File: config.mk
export PLATFORM = sky130hd
export DESIGN_NAME = gsp_fifo
export DESIGN_NICKNAME = d
export VERILOG_FILES = /design/src/sv/gsp_pkg.sv /design/src/sv/gsp_fifo.sv
export SDC_FILE = /design/constraint.sdc
export NUM_CORES = 1
export LEC_CHECK = 0
export ABC_AREA = 1
export BUFFER_PORTS_ARGS = -buffer_cell sky130_fd_sc_hd__buf_2
export CAP_MARGIN = 30
export CORE_ASPECT_RATIO = 1.1
export CORE_MARGIN = 4
export CORE_UTILIZATION = 56
export CTS_BUF_LIST = sky130_fd_sc_hd__clkbuf_16
export CTS_CLUSTER_DIAMETER = 200
export DETAILED_ROUTE_END_ITERATION = 10
export PLACE_DENSITY = 0.84
export SETUP_SLACK_MARGIN = 0.2
export SLEW_MARGIN = 25
export SYNTH_ARGS = -nofsm -noshare
export SYNTH_HDL_FRONTEND = slang
export SYNTH_SLANG_ARGS = --single-unit
File: constraint.sdc
create_clock -name clk -period 2.2 [get_ports clk]
set_input_delay 0.22 -clock clk [delete_from_list [all_inputs] [get_ports clk]]
set_output_delay 0.22 -clock clk [all_outputs]
set_load 0.005 [all_outputs]
File: src/sv/gsp_pkg.sv
package gsp_pkg;

	// Default geometry
	localparam int OUT_SIZE_DEF = 16;
	localparam int MAX_SIDE_DEF = 1024;

	// Fixed field widths
	localparam int CFG_W      = 11;
	localparam int ROW_BITS_W = 16;
	localparam int ROW_IDX_W  = 4;
	localparam int APB_DATA_W = 32;
	localparam int APB_ADDR_W = 3;

	// Register reset values and register indexes
	localparam logic [CFG_W-1:0] GLYPH_SIZE_RST = 11'd16;
	localparam logic REG_WIDTH  = 1'b0;
	localparam logic REG_HEIGHT = 1'b1;

	// Command queue depth, a power of two
	localparam int FIFO_DEPTH = 4;

	// Front sequencer: scale search, pad split, pixel run
	typedef enum logic [1:0] {
		FR_SCALE,
		FR_PAD,
		FR_RUN
	} fr_state_t;

	// Back sequencer: grid update or row dump
	typedef enum logic {
		BK_RUN,
		BK_DUMP
	} bk_state_t;

	// Command flags carried through the queue
	typedef struct packed {
		logic hit;
		logic eof;
	} gsp_flags_t;

endpackage

File: src/sv/gsp_fifo.sv
module gsp_fifo #(
	parameter int DATA_W = 8
) (
	input  logic              clk,
	input  logic              arst_n,
	input  logic              flush,
	input  logic              push,
	input  logic [DATA_W-1:0] wr_data,
	input  logic              pop,
	output logic [DATA_W-1:0] rd_data,
	output logic              full,
	output logic              empty
);

	localparam int AW = $clog2(gsp_pkg::FIFO_DEPTH);

	logic [DATA_W-1:0] mem_q [gsp_pkg::FIFO_DEPTH];
	logic [AW:0]       wr_ptr_q;
	logic [AW:0]       rd_ptr_q;

	assign empty   = (wr_ptr_q == rd_ptr_q);
	assign full    = (wr_ptr_q[AW] != rd_ptr_q[AW]) && (wr_ptr_q[AW-1:0] == rd_ptr_q[AW-1:0]);
	assign rd_data = mem_q[rd_ptr_q[AW-1:0]];

	// Advance pointers, drop everything on flush
	always_ff @(posedge clk or negedge arst_n) begin
		if (!arst_n) begin
			wr_ptr_q <= '0;
			rd_ptr_q <= '0;
		end else if (flush) begin
			wr_ptr_q <= '0;
			rd_ptr_q <= '0;
		end else begin
			if (push && !full) begin
				wr_ptr_q <= wr_ptr_q + 1'b1;
			end
			if (pop && !empty) begin
				rd_ptr_q <= rd_ptr_q + 1'b1;
			end
		end
	end

	// Store entries
	always_ff @(posedge clk) begin
		if (push && !full) begin
			mem_q[wr_ptr_q[AW-1:0]] <= wr_data;
		end
	end

	a_no_overflow: assert property (@(posedge clk) disable iff (!arst_n)
		push && !flush |-> !full)
		else $error("command pushed into a full queue");

	a_no_underflow: assert property (@(posedge clk) disable iff (!arst_n)
		pop && !flush |-> !empty)
		else $error("command popped from an empty queue");

endmodule

==> metrics.md <==
| Metric | Value |
|---|---|
| Status | `finished clean` |
| DRC | `0` |
| Logic pwr share | `14.4%` |
| Cell count after synthesis | `139` |
| Routed wire length | `3620 µm` |
| Syn Nets | `157` |
| CP endpoint kind | `output port` |
| Die width | `60.2 µm` |
| Cells after DPL | `193` |
| Clock transition at path regs | `0.06 ns` |
| Drt first pass iters | `4` |
| Slew @ Worst Pin | `0.361 ns` |
| Yosys warning total | `0` |
| Commonest cells after routing, fill and taps aside | `edfxtp_1 (32), buf_2 (22), nor2_1 (19)` |
| WP data required | `1.98 ns` |
| Clock Path Buffers | `2` |
| Synth Area in Compound Gates | `7.77%` |
| Setup violations, final | `0` |
| Psw | `0.463 mW` |
| Worst-path maximum fanout | `16` |
| First-pass GRT wire length | `5660 µm` |
| Fmax | `549 MHz` |
| Mux contribution to synthesized area | `0%` |
| Synth Cell Area | `1680 µm²` |
| All-layer global routing usage | `20.6%` |
| Placed cell area | `1820 µm²` |
| Placement Setup Slack | `~0.49 ns` |
| I/O Buffers | `22` |
| Arr. time, crit path | `1.60 ns` |
| Final Core Density | `70.9%` |
| Hold Crit Class | `in2reg` |
| Leakage | `0.837 nW` |
| Wire per inst | `17.9 µm` |
| Fraction of the cycle the final worst path needs | `82.8%` |
| Post-detail-place hpwl | `2580 µm` |
| Clock period minus worst slack | `1.82 ns` |
| Gpl congestion | `0.873` |
| Setup TNS | `0 ns` |
| Area grow syn2layout | `19.6%` |
| Die height | `65.4 µm` |
| Flop pwr share | `44.0%` |
| Post-Synth Simple-Gate Area | `14.6%` |
| Syn Area/Cell | `12.1 µm²` |
| Leading cell type in the layout, fill and taps excluded | `edfxtp_1` |
| Final ANT Viol Nets | `0` |
| Critical path type | `reg2out` |
| Peak supply drop | `between 0.8 and 0.9 mV` |
| Number of diodes | `0` |
| Die area | `3930 µm²` |
| Resized Gates After CTS | `0` |
| Final instance area | `2000 µm²` |
| Setup WS post-layout | `0.379 ns` |
| Number of global-route vias before repair | `1140` |
| Pint | `1.46 mW` |
| Total CTS buffers | `5` |
| Slew Viols, Final | `0` |
| CTS tree | `yes` |
| Setup Skew | `0.00389 ns` |
| Layout cells sized above 1 | `24.3%` |
| Core area | `2830 µm²` |
| Hold Path Stages | `1` |
| Seq/Total Area, Yosys | `66.3%` |
| Nets | `~190` |
| DR iter-0 viols | `79` |
| Max_cap viols | `0` |
| Clock group share of total power | `41.6%` |
| Critical Path Start Type | `flip-flop` |
| Net Sw Frac | `24.1%` |
| Sequential cell area | `1110 µm²` |
| Xor and xnor area share after synthesis | `2.69%` |
| Adder-cell area share of the yosys netlist | `3.73%` |
| Fill count | `~210` |
| Largest net degree at the start of global routing | `18` |
| Synth cell types | `22` |
| Number of synthesized register bits | `38` |
| Tot Pwr | `a little under 2 mW` |
| Multi-input logic area | `around 480 µm²` |
| Rel. slew slack | `75.9%` |
| Drt via density | `slightly below 6` |
| Clock sinks | `38` |
| Initial antenna violation count | `0` |
| Skew-Pair Late Insertion Delay | `0.28 ns` |
| Ports | `23` |
| Rows | `20` |
| CTS root buffer | `clkbuf_16` |
| Final non-filler cell total | `202` |
| Via count | `approximately 1200` |
| RSZ-0062 raised after global routing | `false` |
| Total gr overflow | `0` |
| # H-tree levels | `2` |
| Hold_ws | `between 0.15 and 0.2 ns` |
| Final Hold Viols | `0` |
| Initial core utilization | `59.2%` |
| Largest family of logic cells by synthesized area | `simple AND/OR/NAND/NOR gates` |
| Cells on worst reg2reg path | `7` |
| Power density over cell area | `959 nW/µm²` |
## registers in the layout, summed over array words and instances, names as in the netlist
register,flops
mem_q,32
rd_ptr_q,3
wr_ptr_q,3
## Yosys cell counts
cell / n / share of area, %
o22ai_1: 8 / 3.0
clkbuf_1: 1 / 0.22
xor2_1: 2 / 1.0
nor2_1: 19 / 4.3
nand4_1: 6 / 2.2
nand3_1: 7 / 2.1
nand3_2: 1 / 0.60
buf_6: 1 / 0.67
dfrtp_1: 6 / 9.0
nand2_2: 1 / 0.37
xnor2_4: 1 / 1.6
o21ai_1: 2 / 0.60
buf_4: 1 / 0.45
inv_1: 11 / 2.5
inv_2: 2 / 0.45
nand2_4: 1 / 0.67
nand2_1: 15 / 3.4
ha_1: 5 / 3.7
buf_2: 2 / 0.60
o21ai_0: 14 / 4.2
nand3_4: 1 / 1.0
edfxtp_1: 32 / 57
## kinds of logic after synthesis
kind of cell	after synthesis
AOI/OAI and AO/OA	24
buffers and inverters	18
and+or+nand+nor	51
adders and majority gates	5
xor gates and xnor gates	3
DFF	38
## per-layer routing
layer	global-route usage, %	wire length, µm	vias to the layer above	share of wire, %
met5	0	0	-	0
met3	7.47	334	9	9.2
met2	33.6	1860	64	51
met1	24.9	1380	583	38
li1	-	-	546	-
met4	6.65	53	0	1.5
## power groups by stage
stage          combinational [mW]  sequential, mW  clock (mW)
2_1_floorplan               0.177           0.845           0
3_3_place_gp                0.263           0.858           0
3_5_place_dp                0.272           0.860           0
4_1_cts                     0.278           0.846       0.810
5_1_grt                     0.305           0.849       0.848
6_report                    0.276           0.846       0.799
## path summary, 6_finish.rpt
| kind | endpoint | from | slack (ns) |
|---|---|---|---|
| min in group asynchronous | wr_ptr_q[2] | arst_n | 0.29 |
| max in group asynchronous | rd_ptr_q[1] | arst_n | 1.76 |
| setup reg to reg | mem_q[2][1] | rd_ptr_q[1] | 0.42 |
| hold reg to reg | rd_ptr_q[2] | rd_ptr_q[2] | 0.61 |
| hold / removal | mem_q[2][7] | wr_data[7] | 0.18 |
| setup / recovery | rd_data[7] | rd_ptr_q[0] | 0.38 |
## worst max-delay path: stages (launching register included)
cell and delay (ns):
dfrtp_1 0.52, buf_4 0.27, o21ai_0 0.15, o22ai_1 0.22, buf_2 0.15
## timing repair
item                                   in CTS  in global routing
buffers inserted                            0                  0
endpoints found under the hold margin       6                  0
hold buffers                                1                  0
## cell type report
| type | count | share of cell area, % |
|---|---|---|
| clock inverter | 3 | 2.25 |
| tap | 33 | 2.06 |
| sequential | 38 | 55.4 |
| multi-input combinational | 83 | 24.1 |
| inverter | 13 | 2.43 |
| clock buffer | 5 | 6.24 |
| timing repair buffer | 27 | 7.49 |
(Power assumes the default switching activity.)
